File: src/rtl/slr_pkg.sv
// ----------------------------------------------------------------------------
// slr_pkg: shared types and constants of the slope limit relaxation cell
// Grid sizes, command and register codes, neighbour direction tables and
// the command/status structs between controller and datapath.
// ----------------------------------------------------------------------------
package slr_pkg;

	// Grid geometry; a cell address is {row, col}.
	localparam int MAX_ROWS = 256;
	localparam int MAX_COLS = 256;
	localparam int ROW_W    = 8;
	localparam int COL_W    = 8;
	localparam int ADDR_W   = ROW_W + COL_W;
	localparam int DEPTH    = MAX_ROWS * MAX_COLS;
	localparam int DIM_W    = 9;

	// Stored word: fixed flag over the elevation.
	localparam int ELEV_W = 32;
	localparam int WORD_W = ELEV_W + 1;
	localparam int LIM_W  = 31;

	localparam logic signed [ELEV_W-1:0] SAT_MAX = 32'sh7FFF_FFFF;

	// Request commands; the unused code acts as a read.
	localparam logic [1:0] CMD_LOAD  = 2'd0;
	localparam logic [1:0] CMD_RELAX = 2'd1;
	localparam logic [1:0] CMD_READ  = 2'd2;

	// Configuration register indexes.
	localparam int          CFG_IDX_W    = 3;
	localparam int          CFG_DATA_W   = 31;
	localparam logic [2:0]  REG_ROWS     = 3'd0;
	localparam logic [2:0]  REG_COLS     = 3'd1;
	localparam logic [2:0]  REG_MODES    = 3'd2;
	localparam logic [2:0]  REG_ACROSS   = 3'd3;
	localparam logic [2:0]  REG_ALONG    = 3'd4;
	localparam logic [2:0]  REG_DIAGONAL = 3'd5;

	// Boundary codes; anything else skips the neighbour off that edge.
	localparam logic [1:0] MODE_FIXED    = 2'd0;
	localparam logic [1:0] MODE_PERIODIC = 2'd2;

	// Neighbour walk: eight directions, visited in table order.
	localparam int NBR_CNT   = 8;
	localparam int NBR_IDX_W = 3;
	localparam int NBR_CNT_W = 4;

	localparam logic signed [1:0] DIR_ROW [NBR_CNT] = '{
		2'sd0, -2'sd1, -2'sd1, -2'sd1, 2'sd0, 2'sd1, 2'sd1, 2'sd1
	};
	localparam logic signed [1:0] DIR_COL [NBR_CNT] = '{
		2'sd1, 2'sd1, 2'sd0, -2'sd1, -2'sd1, -2'sd1, 2'sd0, 2'sd1
	};

	// Which drop limit applies to each direction.
	localparam logic [1:0] LIM_ACROSS   = 2'd0;
	localparam logic [1:0] LIM_ALONG    = 2'd1;
	localparam logic [1:0] LIM_DIAGONAL = 2'd2;
	localparam logic [1:0] DIR_LIM [NBR_CNT] = '{
		LIM_ACROSS, LIM_DIAGONAL, LIM_ALONG, LIM_DIAGONAL,
		LIM_ACROSS, LIM_DIAGONAL, LIM_ALONG, LIM_DIAGONAL
	};

	// Commands from the controller to the datapath.
	typedef struct packed {
		logic                 latch_item;
		logic                 issue_ctr;
		logic                 latch_ctr;
		logic                 issue_nbr;
		logic [NBR_IDX_W-1:0] nbr_idx;
		logic                 acc;
		logic                 commit;
	} slr_cmd_t;

	// Status from the datapath to the controller.
	typedef struct packed {
		logic in_grid;
		logic is_load;
		logic is_relax;
		logic ctr_fixed;
	} slr_sts_t;

endpackage

File: src/rtl/slr_ctrl.sv
// ----------------------------------------------------------------------------
// slr_ctrl: sequencer of the slope limit relaxation cell
// Steps each request through check, centre read, neighbour walk and commit,
// and owns the handshakes of both channels.
// ----------------------------------------------------------------------------
module slr_ctrl (
	input  logic              clk,
	input  logic              arst_n,
	input  logic              in_valid,
	output logic              in_ready,
	output logic              out_valid,
	input  logic              out_ready,
	input  slr_pkg::slr_sts_t sts,
	output slr_pkg::slr_cmd_t cmd
);

	localparam logic [2:0] ST_IDLE  = 3'd0;
	localparam logic [2:0] ST_CHECK = 3'd1;
	localparam logic [2:0] ST_CTR   = 3'd2;
	localparam logic [2:0] ST_NBR   = 3'd3;
	localparam logic [2:0] ST_FIN   = 3'd4;

	logic [2:0]                       state_q, state_d;
	logic [slr_pkg::NBR_CNT_W-1:0]    k_q, k_d;
	logic                             out_valid_q;
	logic                             slot_free;

	assign slot_free = !out_valid_q || out_ready;
	assign in_ready  = (state_q == ST_IDLE);
	assign out_valid = out_valid_q;

	// Next state and datapath commands.
	always_comb begin
		state_d = state_q;
		k_d     = k_q;
		cmd     = '0;
		case (state_q)
			ST_IDLE: begin
				if (in_valid) begin
					cmd.latch_item = 1'b1;
					state_d        = ST_CHECK;
				end
			end
			ST_CHECK: begin
				if (!sts.in_grid || sts.is_load) begin
					state_d = ST_FIN;
				end else begin
					cmd.issue_ctr = 1'b1;
					state_d       = ST_CTR;
				end
			end
			ST_CTR: begin
				cmd.latch_ctr = 1'b1;
				if (sts.is_relax && !sts.ctr_fixed) begin
					cmd.issue_nbr = 1'b1;
					cmd.nbr_idx   = '0;
					k_d           = slr_pkg::NBR_CNT_W'(1);
					state_d       = ST_NBR;
				end else begin
					state_d = ST_FIN;
				end
			end
			ST_NBR: begin
				// Fold in the previous neighbour while the next one is read.
				cmd.acc     = 1'b1;
				cmd.nbr_idx = k_q[slr_pkg::NBR_IDX_W-1:0];
				if (k_q == slr_pkg::NBR_CNT_W'(slr_pkg::NBR_CNT)) begin
					state_d = ST_FIN;
				end else begin
					cmd.issue_nbr = 1'b1;
					k_d           = k_q + slr_pkg::NBR_CNT_W'(1);
				end
			end
			ST_FIN: begin
				if (slot_free) begin
					cmd.commit = 1'b1;
					state_d    = ST_IDLE;
				end
			end
			default: begin
				state_d = ST_IDLE;
			end
		endcase
	end

	// State, counter and result valid.
	always_ff @(posedge clk or negedge arst_n) begin
		if (!arst_n) begin
			state_q     <= ST_IDLE;
			k_q         <= '0;
			out_valid_q <= 1'b0;
		end else begin
			state_q <= state_d;
			k_q     <= k_d;
			if (cmd.commit) begin
				out_valid_q <= 1'b1;
			end else if (out_ready) begin
				out_valid_q <= 1'b0;
			end
		end
	end

endmodule

File: config.mk
export PLATFORM = sky130hd
export DESIGN_NAME = slr_ctrl
export DESIGN_NICKNAME = d
export VERILOG_FILES = /design/src/rtl/slr_pkg.sv /design/src/rtl/slr_ctrl.sv
export SDC_FILE = /design/constraint.sdc
export NUM_CORES = 1
export LEC_CHECK = 0
export BUFFER_PORTS_ARGS = -buffer_cell sky130_fd_sc_hd__buf_2
export CORE_MARGIN = 2
export CORE_UTILIZATION = 37
export DETAILED_ROUTE_END_ITERATION = 6
export PLACE_DENSITY_LB_ADDON = 0.2
export RECOVER_POWER = 100
export SLEW_MARGIN = 5
export SYNTH_ARGS = -nofsm -noshare
export SYNTH_HDL_FRONTEND = slang
export SYNTH_SLANG_ARGS = --single-unit
File: constraint.sdc
create_clock -name clk -period 3 [get_ports clk]
set_clock_uncertainty 0.1 [all_clocks]
set_input_delay 0.3 -clock clk [delete_from_list [all_inputs] [get_ports clk]]
set_output_delay 0.3 -clock clk [all_outputs]
set_load 0.1 [all_outputs]
After elaboration in Yosys (flattened, before gate mapping) --
Cells that the tools add are included.
Word-level totals: register bits 8, bits of input ports 8, output and inout port bits 11, word-level logic and storage cells 47
Operators by class: $add $sub $neg 1, eq/ne operators 10, multiplexer cells 22, reductions and logical operators 11
Operator list (count):
- one-hot mux 4 bit (2 select lines) | 2
- two-way mux 3 bit | 5
- one-hot mux 3 bit (5 select lines) | 1
- two-way mux 4 bit | 3
- two-way mux 1 bit | 11
- inequality test 2 bit (second input constant) | 5
- == test 3 x 2 -> 1 bit (second input constant) | 2
- AND reduction 3 bit | 2
- adder 4 x 1 -> 4 bit (second input constant) | 1
- == test 4 bit (second input constant) | 1
- nonzero test 2 bit | 2
- == test 3 x 1 -> 1 bit (second input constant) | 1
- == test 3 bit (second input constant) | 1
- logical NOT 1 bit | 3
- logical NOT 3 bit | 1
- logical OR 1 bit | 2
- logical AND 1 bit | 1

Longest topological paths before layout --
depth in word-level cells 5, depth in mapped cells 5, gate-level depth less buffers 5

Worst setup path after synthesis --
Ideal clock, no wire load.
path kind register -> output, from register state_q[0], to output cmd[8] (netlist name), arrival time 3.004 ns, required time 2.600 ns, path slack -0.404 ns, cell stages (with the launch flop) 4, path buffers 1, path through dfrtp_1 -> or2_1 -> buf_2 -> nor3b_1
RTL lines:
- from (decl) | RTL line slr_ctrl.sv:23 | logic [2:0] state_q, state_d;
- from (signal assigned) | RTL line slr_ctrl.sv:93 | state_q <= state_d;
- to (decl) | RTL line slr_ctrl.sv:14 | output slr_pkg::slr_cmd_t cmd

==> run metrics <==
status=finished clean; Slew Limit Fails=0; # Post-CTS Setup Buffers=0; # rows=13; Final Core Density=0.4740; core area=1301 sq um; Synth Area in Adders=0.04914; Worst Hold Class=primary input to register; First DRT Iteration DRCs=4; fin crit period=2.473 ns; DRT Pass-1 Iters=2; Worst path max stage delay=0.86 ns; first-pass GRT wire length=1497 um; Syn Std Cell Area=509.2 sq um; design area=616.8 sq um; Synth top area share=0.3931; htree depth=1; CP Capture Type=output port; Initial Util=0.3913; asr flop ratio synth=1.000; Final HPWL DP=756.1 um; Post-Synth Simple-Gate Area=0.2948; Fin. Hold Viols=0; # IOs=19; # fillers=136; sequential area share after synthesis=0.3931; Routed Antenna Nets=0; largest family of logic cells by synthesized area=simple AND/OR/NAND/NOR gates; pwr dens=1054 nW/um^2; die width=41.10 um; post-synth net total=62; Placer Congestion=0.7683; DIE AREA=1689 sq um; Final period util=0.8243; Synth-to-Final Area Change=21.13%; CTS tree=yes; DR vias/cell=4.839; Tot GR Track Use=0.1404; Routed WL=972 um; mux share of post-synthesis cell area=0.05897; Synth Area in Compound Gates=0.1425; port bufs=18; Worst setup SP type=register; layout cell share with drive strength beyond 1=0.2500; slowest stage cell, crit path=clkbuf_1; Post-synth top flop=dfrtp_1; DRC=0; Fin Setup TNS=0 ns; Antenna Cells=0; initial antenna violation count=0; Worst Max-Slew Pin Slew=1.159 ns; Leakage=0.2920 nW; CP arrival=2.07 ns; Setup CP Type=register to output port; die height=41.10 um; Post-Syn Area per Cell=9.793 sq um; number of global-route vias before repair=362; CP cell instances=nor3b_1, and3b_2, clkbuf_1; Netlist cell types=26; Clock Tree Buf Depth=2; Yosys warning total=0; vias=421; CTS buffer count=3; XOR/XNOR share of the synthesized area=0; RSZ-0062 raised after global routing=no; Syn Inst Count=52; Slew headroom=0.2305; Seq cells post-synth=8; worst path required time=2.60 ns; number of flops mapped to enable cells by yosys=0; Worst Path Max Fanout=9; Clk pin slew, worst setup/hold paths=0.05 ns; Clock Sink Count=8; Final nets=84; Post-DP Area=610.6 sq um; clock latency on the worst-skew pair=0.25 ns; setup violators final=0; total gr overflow=0; fmax=0.4044 GHz; Max-cap violations=0; largest net degree at the start of global routing=10; wire length per cell=11.17 um; Root Driver=clkbuf_4; dominant cell type by area after synthesis=dfrtp_1; peak supply drop=390.7 uV; top post-synthesis cells by area=dfrtp_1, mux2i_1, ha_1, nand3b_2, nor2_1
==> final cells by class <==
| class | count | area, sq um | area share |
|---|---|---|---|
| timing repair buffer | 19 | 87.58 | 0.1420 |
| multi-input combinational | 37 | 269.0 | 0.4361 |
| sequential | 8 | 200.2 | 0.3245 |
| tap | 15 | 18.77 | 0.03043 |
| inverter | 5 | 18.77 | 0.03043 |
| clock buffer | 3 | 22.52 | 0.03651 |
==> logic make-up after synthesis <==
| kind of cell | after synthesis |
|---|---|
| buf+inv | 7 |
| compound gates | 8 |
| mux | 3 |
| flops | 8 |
| simple gates | 24 |
| fa+ha+maj | 2 |
==> layout by cell type (no fill, tap or decap) <==
| cell type | count |
|---|---|
| a21boi_0 | 1 |
| ha_1 | 2 |
| and3b_1 | 1 |
| clkbuf_4 | 3 |
| nor3b_1 | 1 |
| inv_2 | 1 |
| and3_2 | 1 |
| and4b_1 | 1 |
| nand2b_1 | 3 |
| nor2_1 | 6 |
| dfrtp_1 | 8 |
| buf_2 | 7 |
| or2_1 | 1 |
| o221ai_1 | 1 |
| inv_1 | 4 |
| o21ai_0 | 1 |
| and3b_2 | 1 |
| nand2_1 | 3 |
| a21oi_1 | 1 |
| o31ai_2 | 1 |
| dlygate4sd3_1 | 1 |
| nand3b_2 | 2 |
| o22ai_1 | 1 |
| o21ai_1 | 1 |
| clkbuf_2 | 1 |
| or2_0 | 2 |
| mux2i_1 | 3 |
| o32ai_1 | 1 |
| nand3_1 | 1 |
| clkbuf_1 | 10 |
| nor3b_2 | 1 |
==> cells in the mapped netlist (2+ instances only) <==
library cell / instances
dfrtp_1: 8
nor3b_1: 2
nand3b_2: 2
o21ai_1: 2
or2_1: 2
nor2_1: 6
nand2b_1: 3
inv_1: 4
nand2_1: 3
ha_1: 2
mux2i_1: 3
==> layer usage <==
metal | GRT usage | share of wire
met5 | 0 | 0
met4 | 0.08871 | 0.0051
met3 | 0.03261 | 0.062
met2 | 0.1953 | 0.44
met1 | 0.1921 | 0.49
==> stage by stage <==
stage               hold slack (ns)  setup slack [ns]  instances  power, mW
floorplan                  -0.09559            0.5312         52     0.5395
global placement            0.05300             1.111         83     0.5920
detailed placement          0.05216             1.088         83     0.5920
CTS                          0.2518            0.8102         87     0.6758
global route                 0.2594            0.4090         87     0.6948
finish                       0.2532            0.5272         87     0.6501
==> registers in the layout (all words and copies together) (netlist names) <==
| register | cells |
|---|---|
| state_q | 3 |
| out_valid | 1 |
| k_q | 4 |
==> critical path: cells and delay by family, from the launching register on <==
kind | cells | cell delay, ns
simple gates | 2 | 0.48
buf+inv | 1 | 0.86
flops | 1 | 0.48
==> path summary, 6_finish.rpt <==
check / cells past startpoint / slack (ns) / startpoint / to
hold / removal: 3 / 0.25 / out_ready / out_valid
setup / recovery: 3 / 0.53 / state_q[1] / cmd[7]
min in group asynchronous: 2 / 0.39 / arst_n / k_q[3]
max in group asynchronous: 2 / 2.12 / arst_n / state_q[0]
setup reg to reg: 3 / 1.37 / state_q[0] / k_q[0]
hold reg to reg: 1 / 0.38 / k_q[3] / k_q[3]
==> where the power goes <==
group / switching, mW / internal, mW
Sequential: 0.0347 / 0.141
Clock: 0.0359 / 0.0457
Combinational: 0.321 / 0.0724
==> repair_timing <==
item	in CTS	in global routing
hold buffers	1	0
endpoints found under the hold margin	8	0
setup endpoints to repair	0	0
resized for setup	0	0
No activity file was read; power rests on OpenSTA's default activity.
